===== src/rtl/core/bdsm_pkg.sv =====
// Shared types and constants for the beam DAC statistics monitor.
// No dependencies; imported by the controller, datapath and top level.
`timescale 1ns / 1ps
`default_nettype none

package bdsm_pkg;

   // Fixed field widths.
   localparam int DAC_BITS_DEFAULT = 12;
   localparam int COUNT_BITS       = 32;
   localparam int COORD_OUT_BITS   = 12;
   localparam int RIM_BITS         = 12;
   localparam int KIND_BITS        = 2;

   // Reset value of the rim radius register.
   localparam logic [RIM_BITS-1:0] RIM_RESET = 12'd2047;

   // Item kinds; the fourth code is unused and changes nothing.
   typedef enum logic [KIND_BITS-1:0] {
      KIND_DAC   = 2'd0,
      KIND_BLANK = 2'd1,
      KIND_CLEAR = 2'd2
   } kind_type;

   // Controller states.
   typedef enum logic [2:0] {
      ST_IDLE,
      ST_SQUARE_X,
      ST_SQUARE_Y,
      ST_ROOT,
      ST_FINISH
   } state_type;

   // Commands from the controller to the datapath.
   typedef struct packed {
      logic capture;
      logic square_x;
      logic square_y;
      logic root_step;
      logic commit;
   } cmd_type;

   // Status from the datapath to the controller.
   typedef struct packed {
      logic lit_write;
   } status_type;

endpackage : bdsm_pkg

`default_nettype wire


===== src/rtl/core/bdsm_ctrl.sv =====
// Controller state machine for the beam DAC statistics monitor.
// Depends on bdsm_pkg for the state, command and status types.
`timescale 1ns / 1ps
`default_nettype none

module bdsm_ctrl #(
   parameter int DAC_BITS = bdsm_pkg::DAC_BITS_DEFAULT
) (
   input  wire logic                 clock,
   input  wire logic                 reset,
   input  wire logic                 req_valid,
   output logic                      req_ready,
   output logic                      rsp_valid,
   input  wire logic                 rsp_ready,
   input  wire bdsm_pkg::status_type status,
   output bdsm_pkg::cmd_type         cmd
);
   import bdsm_pkg::*;

   localparam int CNT_W = $clog2(DAC_BITS);

   state_type        state_ff, state_in;
   logic [CNT_W-1:0] cnt_ff, cnt_in;
   logic             rsp_valid_ff, rsp_valid_in;
   logic             out_free;

   assign out_free  = !rsp_valid_ff || rsp_ready;
   assign rsp_valid = rsp_valid_ff;

   // State, step counter and result valid registers.
   always_ff @(posedge clock) begin
      if (reset) begin
         state_ff     <= ST_IDLE;
         cnt_ff       <= '0;
         rsp_valid_ff <= 1'b0;
      end else begin
         state_ff     <= state_in;
         cnt_ff       <= cnt_in;
         rsp_valid_ff <= rsp_valid_in;
      end
   end

   // Next state and commands.
   always_comb begin
      state_in  = state_ff;
      cnt_in    = cnt_ff;
      cmd       = '0;
      req_ready = 1'b0;
      unique case (state_ff)
         ST_IDLE: begin
            req_ready = 1'b1;
            if (req_valid) begin
               cmd.capture = 1'b1;
               state_in    = status.lit_write ? ST_SQUARE_X : ST_FINISH;
            end
         end
         ST_SQUARE_X: begin
            cmd.square_x = 1'b1;
            state_in     = ST_SQUARE_Y;
         end
         ST_SQUARE_Y: begin
            cmd.square_y = 1'b1;
            cnt_in       = CNT_W'(DAC_BITS - 1);
            state_in     = ST_ROOT;
         end
         ST_ROOT: begin
            cmd.root_step = 1'b1;
            if (cnt_ff == '0) begin
               state_in = ST_FINISH;
            end else begin
               cnt_in = cnt_ff - 1'b1;
            end
         end
         ST_FINISH: begin
            // Hold here until the result register can take the new statistics.
            if (out_free) begin
               cmd.commit = 1'b1;
               state_in   = ST_IDLE;
            end
         end
         default: begin
            state_in = ST_IDLE;
         end
      endcase
      rsp_valid_in = cmd.commit ? 1'b1 : (rsp_valid_ff && !rsp_ready);
   end

   // A commit never overwrites a result that has not been transferred.
   assert property (@(posedge clock) disable iff (reset)
      cmd.commit |-> (!rsp_valid_ff || rsp_ready))
      else $error("commit while result register is occupied");

   // A lit DAC write goes on to the squaring steps.
   assert property (@(posedge clock) disable iff (reset)
      (req_valid && req_ready && status.lit_write) |=> (state_ff == ST_SQUARE_X))
      else $error("lit write did not start the radius computation");

   // The root loop ends after its last step.
   assert property (@(posedge clock) disable iff (reset)
      (state_ff == ST_ROOT && cnt_ff == '0) |=> (state_ff == ST_FINISH))
      else $error("square root loop overran");

   // A result only appears after a commit.
   assert property (@(posedge clock) disable iff (reset)
      $rose(rsp_valid_ff) |-> $past(cmd.commit))
      else $error("result valid without commit");

endmodule : bdsm_ctrl

`default_nettype wire


===== src/rtl/core/bdsm_datapath.sv =====
// Datapath for the beam DAC statistics monitor: item capture, squaring,
// bit-per-cycle square root, statistics and result registers. Uses bdsm_pkg.
`timescale 1ns / 1ps
`default_nettype none

module bdsm_datapath #(
   parameter int DAC_BITS = bdsm_pkg::DAC_BITS_DEFAULT
) (
   input  wire logic                                  clock,
   input  wire logic                                  reset,
   input  wire bdsm_pkg::cmd_type                     cmd,
   output bdsm_pkg::status_type                       status,
   input  wire logic [bdsm_pkg::KIND_BITS-1:0]        req_kind,
   input  wire logic                                  req_blank_on,
   input  wire logic [DAC_BITS-1:0]                   req_dac_x,
   input  wire logic [DAC_BITS-1:0]                   req_dac_y,
   input  wire logic                                  csr_wr_en,
   input  wire logic [bdsm_pkg::RIM_BITS-1:0]         csr_wr_data,
   output logic [bdsm_pkg::COUNT_BITS-1:0]            rsp_move_count,
   output logic [bdsm_pkg::COUNT_BITS-1:0]            rsp_dot_count,
   output logic signed [bdsm_pkg::COORD_OUT_BITS-1:0] rsp_low_x,
   output logic signed [bdsm_pkg::COORD_OUT_BITS-1:0] rsp_high_x,
   output logic signed [bdsm_pkg::COORD_OUT_BITS-1:0] rsp_low_y,
   output logic signed [bdsm_pkg::COORD_OUT_BITS-1:0] rsp_high_y,
   output logic [bdsm_pkg::COORD_OUT_BITS-1:0]        rsp_peak_radius,
   output logic [bdsm_pkg::COUNT_BITS-1:0]            rsp_outside_count
);
   import bdsm_pkg::*;

   localparam int N      = DAC_BITS;
   localparam int SQ_W   = 2 * N;
   localparam int REM_W  = N + 2;
   localparam int EXT_W  = (N > COORD_OUT_BITS) ? N : COORD_OUT_BITS;
   localparam int CMP_W  = (N > RIM_BITS) ? N : RIM_BITS;

   localparam logic signed [N-1:0] BOX_LOW_INIT  = {1'b0, {(N-1){1'b1}}};
   localparam logic signed [N-1:0] BOX_HIGH_INIT = {1'b1, {(N-1){1'b0}}};

   // Captured item.
   logic [KIND_BITS-1:0] kind_ff;
   logic                 blank_on_ff;
   logic signed [N-1:0]  cx_ff, cy_ff;

   // Radius computation.
   logic [SQ_W-1:0]         acc_ff, acc_in;
   logic [N:0]              rem_ff, rem_in;
   logic [N-1:0]            root_ff, root_in;
   logic signed [N-1:0]     mul_op;
   logic signed [SQ_W-1:0]  product;
   logic [REM_W-1:0]        rem_shift, trial;

   // Statistics.
   logic [RIM_BITS-1:0]   rim_ff;
   logic                  blanked_ff, blanked_in;
   logic [COUNT_BITS-1:0] moves_ff, moves_in;
   logic [COUNT_BITS-1:0] dots_ff, dots_in;
   logic [COUNT_BITS-1:0] outside_ff, outside_in;
   logic signed [N-1:0]   min_x_ff, min_x_in, max_x_ff, max_x_in;
   logic signed [N-1:0]   min_y_ff, min_y_in, max_y_ff, max_y_in;
   logic [N-1:0]          max_r_ff, max_r_in;

   // Result registers.
   logic [COUNT_BITS-1:0]            rsp_move_ff, rsp_dot_ff, rsp_outside_ff;
   logic signed [COORD_OUT_BITS-1:0] rsp_low_x_ff, rsp_high_x_ff;
   logic signed [COORD_OUT_BITS-1:0] rsp_low_y_ff, rsp_high_y_ff;
   logic [COORD_OUT_BITS-1:0]        rsp_peak_ff;

   function automatic logic [COUNT_BITS-1:0] sat_inc(input logic [COUNT_BITS-1:0] v);
      return (v == '1) ? v : v + 1'b1;
   endfunction

   // Low bits of a coordinate after sign extension.
   function automatic logic signed [COORD_OUT_BITS-1:0] coord_out(
      input logic signed [N-1:0] v);
      logic signed [EXT_W-1:0] ext;
      ext = EXT_W'(v);
      return ext[COORD_OUT_BITS-1:0];
   endfunction

   assign status.lit_write = (kind_type'(req_kind) == KIND_DAC) && !blanked_ff;

   // Capture the item; centering on mid-scale flips the code's top bit.
   always_ff @(posedge clock) begin
      if (cmd.capture) begin
         kind_ff     <= req_kind;
         blank_on_ff <= req_blank_on;
         cx_ff       <= {~req_dac_x[N-1], req_dac_x[N-2:0]};
         cy_ff       <= {~req_dac_y[N-1], req_dac_y[N-2:0]};
      end
   end

   // Shared squarer, then one root bit per step by restoring subtraction.
   always_comb begin
      mul_op    = cmd.square_y ? cy_ff : cx_ff;
      product   = mul_op * mul_op;
      rem_shift = {rem_ff[N-1:0], acc_ff[SQ_W-1 -: 2]};
      trial     = {root_ff, 2'b01};
      acc_in    = acc_ff;
      rem_in    = rem_ff;
      root_in   = root_ff;
      if (cmd.square_x) begin
         acc_in = $unsigned(product);
      end else if (cmd.square_y) begin
         acc_in  = acc_ff + $unsigned(product);
         rem_in  = '0;
         root_in = '0;
      end else if (cmd.root_step) begin
         acc_in = {acc_ff[SQ_W-3:0], 2'b00};
         if (rem_shift >= trial) begin
            rem_in  = (N + 1)'(rem_shift - trial);
            root_in = {root_ff[N-2:0], 1'b1};
         end else begin
            rem_in  = (N + 1)'(rem_shift);
            root_in = {root_ff[N-2:0], 1'b0};
         end
      end
   end

   always_ff @(posedge clock) begin
      acc_ff  <= acc_in;
      rem_ff  <= rem_in;
      root_ff <= root_in;
   end

   // Statistics after the item held in the capture registers.
   always_comb begin
      blanked_in = blanked_ff;
      moves_in   = moves_ff;
      dots_in    = dots_ff;
      outside_in = outside_ff;
      min_x_in   = min_x_ff;
      max_x_in   = max_x_ff;
      min_y_in   = min_y_ff;
      max_y_in   = max_y_ff;
      max_r_in   = max_r_ff;
      unique case (kind_type'(kind_ff))
         KIND_BLANK: begin
            blanked_in = blank_on_ff;
         end
         KIND_CLEAR: begin
            moves_in   = '0;
            dots_in    = '0;
            outside_in = '0;
            min_x_in   = BOX_LOW_INIT;
            max_x_in   = BOX_HIGH_INIT;
            min_y_in   = BOX_LOW_INIT;
            max_y_in   = BOX_HIGH_INIT;
            max_r_in   = '0;
         end
         KIND_DAC: begin
            if (blanked_ff) begin
               moves_in = sat_inc(moves_ff);
            end else begin
               dots_in = sat_inc(dots_ff);
               if (cx_ff < min_x_ff) min_x_in = cx_ff;
               if (cx_ff > max_x_ff) max_x_in = cx_ff;
               if (cy_ff < min_y_ff) min_y_in = cy_ff;
               if (cy_ff > max_y_ff) max_y_in = cy_ff;
               if (root_ff > max_r_ff) max_r_in = root_ff;
               if (CMP_W'(root_ff) > CMP_W'(rim_ff)) outside_in = sat_inc(outside_ff);
            end
         end
         default: begin
         end
      endcase
   end

   // Rim register, written from the configuration port.
   always_ff @(posedge clock) begin
      if (reset) begin
         rim_ff <= RIM_RESET;
      end else if (csr_wr_en) begin
         rim_ff <= csr_wr_data;
      end
   end

   // Statistics registers, updated on commit.
   always_ff @(posedge clock) begin
      if (reset) begin
         blanked_ff <= 1'b1;
         moves_ff   <= '0;
         dots_ff    <= '0;
         outside_ff <= '0;
         min_x_ff   <= BOX_LOW_INIT;
         max_x_ff   <= BOX_HIGH_INIT;
         min_y_ff   <= BOX_LOW_INIT;
         max_y_ff   <= BOX_HIGH_INIT;
         max_r_ff   <= '0;
      end else if (cmd.commit) begin
         blanked_ff <= blanked_in;
         moves_ff   <= moves_in;
         dots_ff    <= dots_in;
         outside_ff <= outside_in;
         min_x_ff   <= min_x_in;
         max_x_ff   <= max_x_in;
         min_y_ff   <= min_y_in;
         max_y_ff   <= max_y_in;
         max_r_ff   <= max_r_in;
      end
   end

   // Result registers take the new statistics at the same commit.
   always_ff @(posedge clock) begin
      if (cmd.commit) begin
         rsp_move_ff    <= moves_in;
         rsp_dot_ff     <= dots_in;
         rsp_outside_ff <= outside_in;
         rsp_low_x_ff   <= coord_out(min_x_in);
         rsp_high_x_ff  <= coord_out(max_x_in);
         rsp_low_y_ff   <= coord_out(min_y_in);
         rsp_high_y_ff  <= coord_out(max_y_in);
         rsp_peak_ff    <= COORD_OUT_BITS'(max_r_in);
      end
   end

   assign rsp_move_count    = rsp_move_ff;
   assign rsp_dot_count     = rsp_dot_ff;
   assign rsp_outside_count = rsp_outside_ff;
   assign rsp_low_x         = rsp_low_x_ff;
   assign rsp_high_x        = rsp_high_x_ff;
   assign rsp_low_y         = rsp_low_y_ff;
   assign rsp_high_y        = rsp_high_y_ff;
   assign rsp_peak_radius   = rsp_peak_ff;

endmodule : bdsm_datapath

`default_nettype wire


===== src/rtl/core/beam_dac_statistics_monitor.sv =====
// Top level of the beam DAC statistics monitor: controller plus datapath.
// Depends on bdsm_pkg, bdsm_ctrl and bdsm_datapath.
//
//   Channel   Direction  Handshake               Carries
//   req_      in         req_valid / req_ready   kind, blank_on, dac_x, dac_y
//   rsp_      out        rsp_valid / rsp_ready   counters, bounding box, peak radius
//   csr_      in         csr_wr_en (no wait)     rim_radius
//
// A lit DAC write squares x, then y, then runs the square root, which produces one
// result bit per cycle; every other item goes straight from capture to commit.
// One item is in work at a time.
// Reset is synchronous; it blanks the beam, clears the statistics and sets rim_radius
// to 2047. A stalled result holds the next item in its final state; the block
// still accepts that next item while the earlier result waits for its transfer.
`timescale 1ns / 1ps
`default_nettype none

module beam_dac_statistics_monitor #(
   parameter int DAC_BITS = bdsm_pkg::DAC_BITS_DEFAULT
) (
   input  wire logic                                  clock,
   input  wire logic                                  reset,
   input  wire logic                                  req_valid,
   output logic                                       req_ready,
   input  wire logic [bdsm_pkg::KIND_BITS-1:0]        req_kind,
   input  wire logic                                  req_blank_on,
   input  wire logic [DAC_BITS-1:0]                   req_dac_x,
   input  wire logic [DAC_BITS-1:0]                   req_dac_y,
   output logic                                       rsp_valid,
   input  wire logic                                  rsp_ready,
   output logic [bdsm_pkg::COUNT_BITS-1:0]            rsp_move_count,
   output logic [bdsm_pkg::COUNT_BITS-1:0]            rsp_dot_count,
   output logic signed [bdsm_pkg::COORD_OUT_BITS-1:0] rsp_low_x,
   output logic signed [bdsm_pkg::COORD_OUT_BITS-1:0] rsp_high_x,
   output logic signed [bdsm_pkg::COORD_OUT_BITS-1:0] rsp_low_y,
   output logic signed [bdsm_pkg::COORD_OUT_BITS-1:0] rsp_high_y,
   output logic [bdsm_pkg::COORD_OUT_BITS-1:0]        rsp_peak_radius,
   output logic [bdsm_pkg::COUNT_BITS-1:0]            rsp_outside_count,
   input  wire logic                                  csr_wr_en,
   input  wire logic [bdsm_pkg::RIM_BITS-1:0]         csr_wr_data
);
   import bdsm_pkg::*;

   cmd_type    cmd;
   status_type status;

   // Sequencer for capture, squaring, root steps and commit.
   bdsm_ctrl #(
      .DAC_BITS (DAC_BITS)
   ) u_ctrl (
      .clock     (clock),
      .reset     (reset),
      .req_valid (req_valid),
      .req_ready (req_ready),
      .rsp_valid (rsp_valid),
      .rsp_ready (rsp_ready),
      .status    (status),
      .cmd       (cmd)
   );

   // Arithmetic, statistics and result registers.
   bdsm_datapath #(
      .DAC_BITS (DAC_BITS)
   ) u_datapath (
      .clock             (clock),
      .reset             (reset),
      .cmd               (cmd),
      .status            (status),
      .req_kind          (req_kind),
      .req_blank_on      (req_blank_on),
      .req_dac_x         (req_dac_x),
      .req_dac_y         (req_dac_y),
      .csr_wr_en         (csr_wr_en),
      .csr_wr_data       (csr_wr_data),
      .rsp_move_count    (rsp_move_count),
      .rsp_dot_count     (rsp_dot_count),
      .rsp_low_x         (rsp_low_x),
      .rsp_high_x        (rsp_high_x),
      .rsp_low_y         (rsp_low_y),
      .rsp_high_y        (rsp_high_y),
      .rsp_peak_radius   (rsp_peak_radius),
      .rsp_outside_count (rsp_outside_count)
   );

endmodule : beam_dac_statistics_monitor

`default_nettype wire


===== config.mk =====
export PLATFORM = sky130hd
export DESIGN_NAME = beam_dac_statistics_monitor
export DESIGN_NICKNAME = d
export VERILOG_FILES = /design/src/rtl/core/bdsm_pkg.sv /design/src/rtl/core/bdsm_ctrl.sv /design/src/rtl/core/bdsm_datapath.sv /design/src/rtl/core/beam_dac_statistics_monitor.sv
export SDC_FILE = /design/constraint.sdc
export NUM_CORES = 1
export LEC_CHECK = 0
export BUFFER_PORTS_ARGS = -buffer_cell sky130_fd_sc_hd__buf_2
export CAP_MARGIN = 20
export CORE_MARGIN = 4
export CORE_UTILIZATION = 35
export DETAILED_ROUTE_END_ITERATION = 7
export GPL_ROUTABILITY_DRIVEN = 0
export GPL_TIMING_DRIVEN = 0
export PLACE_DENSITY = 0.64
export SLEW_MARGIN = 20
export SYNTH_ARGS = -nofsm -noshare
export SYNTH_HDL_FRONTEND = slang
export SYNTH_SLANG_ARGS = --single-unit

===== constraint.sdc =====
create_clock -name clock -period 8.9 [get_ports clock]
set_input_delay 0.89 -clock clock [delete_from_list [all_inputs] [get_ports clock]]
set_output_delay 0.89 -clock clock [all_outputs]
set_load 0.03 [all_outputs]

==> metrics.txt, run 1 <==
outcome=finished clean; routed length per placed instance=18.0 um; drt pass-1 iters=6; crit path time final=8410 ps; most frequent CP cell=fa_1; final hold viol count=0; Main synth FF type=edfxtp_1; core region area=0.0717 mm^2; xor and xnor area share after synthesis=5.26%; reg2reg end=u_datapath.acc_ff[23]; I/O Buffers=200; final WL=69.9 mm; r2r setup slk=490 ps; Worst Reg2Reg Path Length in Cells=33; Clock Latency Late Sink=580 ps; fin. max-slew vios=0; cell accounting for the most synthesized area=edfxtp_1; largest net degree at the start of global routing=90; overall power consumption=0.0102 W; Netlist cell types=66; Die Ht=277 um; synth top area cells=edfxtp_1, dfxtp_1, fa_1; CTS tree=built; first-pass GRT wire length=108 mm; Worst EP required=9280 ps; Ys Warns=0; clock skew=28.4 ps; mapped cell area=0.0254 mm^2; clk sinks=408; DP HPWL=52.8 mm; vias per cell=5.11; Starting Density=35.4%; main combinational cell family by area after synthesis=adder cells; hold buffers post-CTS=0; crit path to=u_datapath.acc_ff[23]; Synth Instances=2625; Hold Path Class=reg -> reg; gr ovfl total=0; DRC violations left=0; CP startpoint kind=register; Die Wd=277 um; fraction of registers with async set/reset=0%; final setup vio count=0; clock-pin slew on the worst setup and hold paths=60 ps; maximum VDD drop=0.000410 V; Compound-Gate Fraction of Synth Area=14.6%; Area Overhead vs Synth=15.9%; CTS buffer count=47; Layout fillers=7065; WP data arrival=8790 ps; Inst Count DP=3777; Avg Synthesized Cell Area=9.67 um^2; Synth Area in Simple Gates=14.1%; Largest stage delay, worst path=550 ps; Least-Margin Pin Slew=1020 ps; fmax=119 MHz; Adder-Cell Fraction of Synth Area=17.9%; Total GRT Usage=17.6%; Relative slew margins=31.8%; Crit. End Element=register; fin crit share=94.5%; share of cells above drive strength 1=12.2%; Boundary Pins=202; CP Class=reg -> reg; Crit Path Max Fanout=8; CP Launch Point=u_ctrl.state_ff[1]; number of max-cap violations=0; Routed Antenna Nets=0; H-tree depth=2; leakage power total=12.2 nW; hold_ws=481 ps; Seq/Total Area, Yosys=41.3%; DR iter-0 viols=1422; post-synthesis net count=2961; mux cell area share after synthesis=0.710%; CP max-delay cell=fa_1; top-area cell type share of the netlist area=27.3%; Nets=3224; Seq cells post-synth=408; Vias=19819; number of global-route vias before repair=19022; Power Dens Cells=348 mW/mm^2; clock root cell=clkbuf_16; clk buf depth=3; Post-synth EDFFs=231; row cnt=98; fin cells=3875; Die ar.=0.0769 mm^2; initial antenna violation count=2; reg2reg start=u_ctrl.state_ff[1]
-- where the power goes --
| group | leakage [nW] | switching (W) | internal, W |
|---|---|---|---|
| logic | 7.92 | 0.00348 | 0.00276 |
| registers | 3.55 | 0.0000435 | 0.00205 |
| clock network | 0.720 | 0.000811 | 0.00109 |
-- cell usage in the layout, fill, tap and decap left out, types with 62 or more instances in the layout --
master / instances
nand2_1: 225
xor2_1: 65
nor2_1: 292
ha_1: 171
buf_2: 208
o21ai_0: 118
edfxtp_1: 231
inv_1: 295
a21oi_1: 133
fa_1: 119
dfxtp_1: 175
a22o_1: 62
clkbuf_1: 85
xnor2_1: 85
-- worst min path at each step --
| stage | from | slack [ps] | cells after the start | end |
|---|---|---|---|---|
| after floorplan | u_datapath.blank_on_ff | 440 | 2 | u_datapath.blanked_ff |
| after global placement | u_datapath.blank_on_ff | 460 | 2 | u_datapath.blanked_ff |
| after detailed placement | u_datapath.blank_on_ff | 470 | 2 | u_datapath.blanked_ff |
| after CTS | req_dac_y[10] | 460 | 1 | u_datapath.cy_ff[10] |
| after global routing | req_dac_x[0] | 470 | 1 | u_datapath.cx_ff[0] |
| final | u_datapath.blank_on_ff | 480 | 2 | u_datapath.blanked_ff |
-- state kept, by name, summed over array words and instances (netlist names), 24 cells and up --
signal                        flops
u_datapath.dots_ff               32
u_datapath.outside_ff            32
u_datapath.acc_ff                24
u_datapath.moves_ff              32
u_datapath.rsp_outside_count     32
u_datapath.rsp_dot_count         32
u_datapath.rsp_move_count        32
-- timing repair --
action,4_1_cts,5_1_grt
setup buffers,1,11
gates resized for setup,25,33
cloned,1,0
endpoints found under the setup margin,11,4
pin swaps,0,1
-- Yosys cell counts, types with 4 or more instances --
cell type,number
a21oi_1,134
mux2i_1,18
nor4_1,5
nand2_1,229
o21a_1,24
a31o_2,4
o21ai_1,4
and4_1,13
fa_1,120
nand2b_1,17
clkbuf_1,88
dfxtp_1,177
o21bai_1,10
nor3_1,43
a31oi_1,18
ha_1,172
nor2_1,297
nand3_1,51
buf_2,7
clkinv_1,6
and3_1,25
buf_1,7
nand3b_1,4
o31ai_1,14
a22oi_1,26
o22a_1,44
nor2b_1,16
o211ai_1,14
and2_1,15
o21ai_0,119
nand4_1,35
or2_2,4
xor2_1,65
xnor2_1,85
edfxtp_1,231
or3_1,19
a21o_1,48
a22o_1,62
o22ai_1,7
a211oi_1,7
inv_1,296
-- worst max-delay path, delay by kind of cell (launching register included) --
family	cells	cell delay (ps)
xor+xnor	3	510
buf+inv	4	620
flops	1	400
simple gates	9	1730
fa+ha+maj	7	2940
compound gates	10	2000
-- area by class of cell --
type | count | area [um^2] | share of cell area (%)
well taps | 950 | 1190 | 4.04
clock inverters | 33 | 298 | 1.01
plain buffers | 103 | 432 | 1.47
multi-input cells | 1811 | 13500 | 45.9
flip-flops and latches | 408 | 10500 | 35.7
clock buffers | 52 | 1200 | 4.10
repair buffers | 214 | 1140 | 3.87
diodes | 1 | 2.50 | 0.00851
inverters | 303 | 1150 | 3.90
-- cell families (layout without fill, tap and decap cells) --
| family | after synthesis | count (layout) |
|---|---|---|
| buffers and inverters | 407 | 705 |
| xor gates and xnor gates | 151 | 151 |
| DFF | 408 | 408 |
| muxes | 18 | 18 |
| adders and majority gates | 292 | 292 |
| other | 0 | 1 |
| and+or+nand+nor | 789 | 790 |
| AOI/OAI and AO/OA | 560 | 560 |
-- routing by layer --
layer  vias to the layer above  track usage, %  part of all wire, %  routed length, um
met5                         -               0                0.019                 13
li1                       9588               -                    -                  -
met3                       126            3.01                  5.7               4010
met1                      9545            23.3                   44              30700
met2                       558            29.4                   47              33100
met4                         2            5.43                  2.9               2040
-- per-stage QoR --
| stage | cell area [um^2] | worst slack [ps] | util, % | TNS (ps) |
|---|---|---|---|---|
| 6_report | 29400 | 493 | 41.0 | 0 |
| 5_1_grt | 29400 | -46.2 | 41.0 | -46.2 |
| 4_1_cts | 29300 | 52.0 | 40.8 | 0 |
| 3_5_place_dp | 27700 | -1300 | 38.5 | -7890 |
| 3_3_place_gp | 27600 | -1580 | 38.4 | -11830 |
| 2_1_floorplan | 25400 | 285 | - | 0 |
No activity file was read; power rests on OpenSTA's default activity.
==> run 2: changes to the inputs <==
--- a/config.mk
+++ b/config.mk
@@ -5,7 +5,7 @@
 export SDC_FILE = /design/constraint.sdc
 export NUM_CORES = 1
 export LEC_CHECK = 0
-export BUFFER_PORTS_ARGS = -buffer_cell sky130_fd_sc_hd__buf_2
+export BUFFER_PORTS_ARGS = -buffer_cell sky130_fd_sc_hd__buf_4
 export CAP_MARGIN = 20
 export CORE_MARGIN = 4
 export CORE_UTILIZATION = 35
==> metrics.txt, run 2 (synthesis gave the netlist of run 1 again) <==
initial antenna violation count=0 (was 2); fin cells=3877 (was 3875); most frequent CP cell=fa_1 (unchanged); antenna cells=0 (was 1); Nets=3225 (was 3224); sequential standard cell area=0.0105 mm^2 (about the same); fin. max-slew vios=0 (unchanged); Starting Density=35.4% (unchanged); reg2reg start=u_ctrl.state_ff[1] (unchanged); vias per cell=5.14 (was 5.11); met3 routed WL=4.21 mm (was 4.01 mm); first-pass GRT wire length=107 mm (was 108 mm); Boundary Pins=202 (unchanged); DR WL met2=33.6 mm (was 33.1 mm); CP startpoint kind=register (unchanged); Hold Startpoint=u_datapath.blank_on_ff (unchanged); I/O Buffers=200 (unchanged); clk sinks=408 (unchanged); CP Launch Point=u_ctrl.state_ff[1] (unchanged); met1 WL=30.0 mm (was 30.7 mm); share of cells above drive strength 1=12.4% (was 12.2%); Area Overhead vs Synth=18.3% (was 15.9%); outcome=finished clean (unchanged); clock root cell=clkbuf_16 (unchanged); Crit Path Max Fanout=10 (was 8); Worst EP required=9300 ps (was 9280 ps); Total GRT Usage=17.4% (was 17.6%); largest net degree at the start of global routing=103 (was 90); clk buf depth=3 (unchanged); hold buffers post-CTS=0 (unchanged); Crit path max-delay family=adder cells (unchanged); PnR worst setup slack=465 ps (was 493 ps); final setup vio count=0 (unchanged); Hold Path Class=reg -> reg (unchanged); final WL=69.7 mm (was 69.9 mm); hold_ws=474 ps (was 481 ps); Die Wd=277 um (unchanged); clock skew=25.0 ps (was 28.4 ps); Inst Count DP=3777 (unchanged); Least-Margin Pin Slew=975 ps (was 1020 ps); crit path time final=8440 ps (was 8410 ps); Relative slew margins=34.7% (was 31.8%); maximum VDD drop=0.000449 V (was 0.000410 V); gr ovfl total=0 (unchanged); CTS buffer count=47 (unchanged); Vias=19913 (was 19819); clock-pin slew on the worst setup and hold paths=60 ps (about the same); number of global-route vias before repair=18922 (was 19022); H-tree depth=2 (unchanged); routed length per placed instance=18.0 um (about the same); DRC violations left=0 (unchanged); Die Ht=277 um (unchanged); DR iter-0 viols=1486 (was 1422); Routed Antenna Nets=0 (unchanged); commonest non-fill, non-tap cell in the layout=inv_1 (unchanged); fmax=119 MHz (about the same); DP HPWL=52.9 mm (was 52.8 mm); CP max-delay cell=fa_1 (unchanged); Layout fillers=7041 (was 7065); max layer used=met4 (was met5); final hold viol count=0 (unchanged); Largest stage delay, worst path=550 ps (about the same); drt pass-1 iters=5 (was 6); dpl ws=-1180 ps (was -1300 ps); CP Class=reg -> reg (unchanged); area of the multi-input gates=0.0135 mm^2 (about the same); core region area=0.0717 mm^2 (unchanged); WP data arrival=8830 ps (was 8790 ps); number of max-cap violations=0 (unchanged); Power Dens Cells=344 mW/mm^2 (was 348 mW/mm^2); row cnt=98 (unchanged); Crit path buffers/inverters=5 (was 4); leakage power total=12.4 nW (was 12.2 nW); Die ar.=0.0769 mm^2 (unchanged); highest-count cells in the layout ignoring fill and taps=inv_1, nor2_1, edfxtp_1, nand2_1, buf_4 (was inv_1, nor2_1, edfxtp_1, nand2_1, buf_2); Clock Latency Late Sink=590 ps (was 580 ps); Crit. End Element=register (unchanged); fin crit share=94.8% (was 94.5%); CTS tree=built (unchanged)
-- run 2: changes by cell type in the layout (fill, tap and decap cells not counted), sizes merged --
cell | previous run | this run
clkbuf | 137 | 146
clkinv | 24 | 18
buf | 232 | 233
bufinv | 4 | 5
clkinvlp | 8 | 7
diode | 1 | 0
inv | 300 | 299
-- run 2: what timing repair did --
item,CTS,global route
gates cloned,1,0
gates resized for setup,18,39
pin swaps,0,0
buffers inserted,2,11
endpoints found under the setup margin,11,6
-- run 2: report_power, final --
part | switching (W) | internal [W] | leakage (nW)
clock network | 0.000822 | 0.00117 | 0.774
logic | 0.00346 | 0.00277 | 8.09
registers | 0.0000452 | 0.00205 | 3.55
-- run 2: final cells by class --
| class | count | area share (%) |
|---|---|---|
| Multi-Input combinational cell | 1811 | 45.0 |
| Sequential cell | 408 | 34.9 |
| Timing Repair Buffer | 215 | 5.48 |
| Clock buffer | 61 | 4.26 |
| Tap cell | 950 | 3.96 |
| Inverter | 303 | 3.86 |
| Buffer | 103 | 1.43 |
| Clock inverter | 26 | 1.05 |
-- run 2: metal layers --
layer | global-route usage, % | vias up
met5 | 0 | -
met4 | 5.20 | 0
met3 | 2.57 | 112
met2 | 29.7 | 587
met1 | 23.0 | 9611
li1 | - | 9603
-- run 2: per-stage QoR --
step | util [%] | power (W) | setup TNS (ps) | cell area, um^2
after CTS | 41.6 | 0.0104 | 0 | 29800
after floorplan | - | 0.00713 | 0 | 25400
after global routing | 41.9 | 0.0113 | -8.61 | 30000
final | 41.9 | 0.0103 | 0 | 30000
after global placement | 39.1 | 0.00830 | -12130 | 28100
after detailed placement | 39.2 | 0.00835 | -7590 | 28200
-- run 2: final timing paths --
check | endpoint | slack [ps] | depth (start not counted)
min reg2reg | u_datapath.blanked_ff | 470 | 2
max reg2reg | u_datapath.acc_ff[23] | 460 | 32
min | u_datapath.blanked_ff | 470 | 2
max | u_datapath.acc_ff[23] | 460 | 32
-- run 2: worst register-to-register path, delay by kind of cell, from the launching register on --
family	cells	cell delay, ps
AND/OR/NAND/NOR	9	1680
AO/OA/AOI/OAI	9	1750
buffers and inverters	5	760
XOR/XNOR	2	390
adder cells (fa/ha/maj)	7	3260
flip-flops	1	430
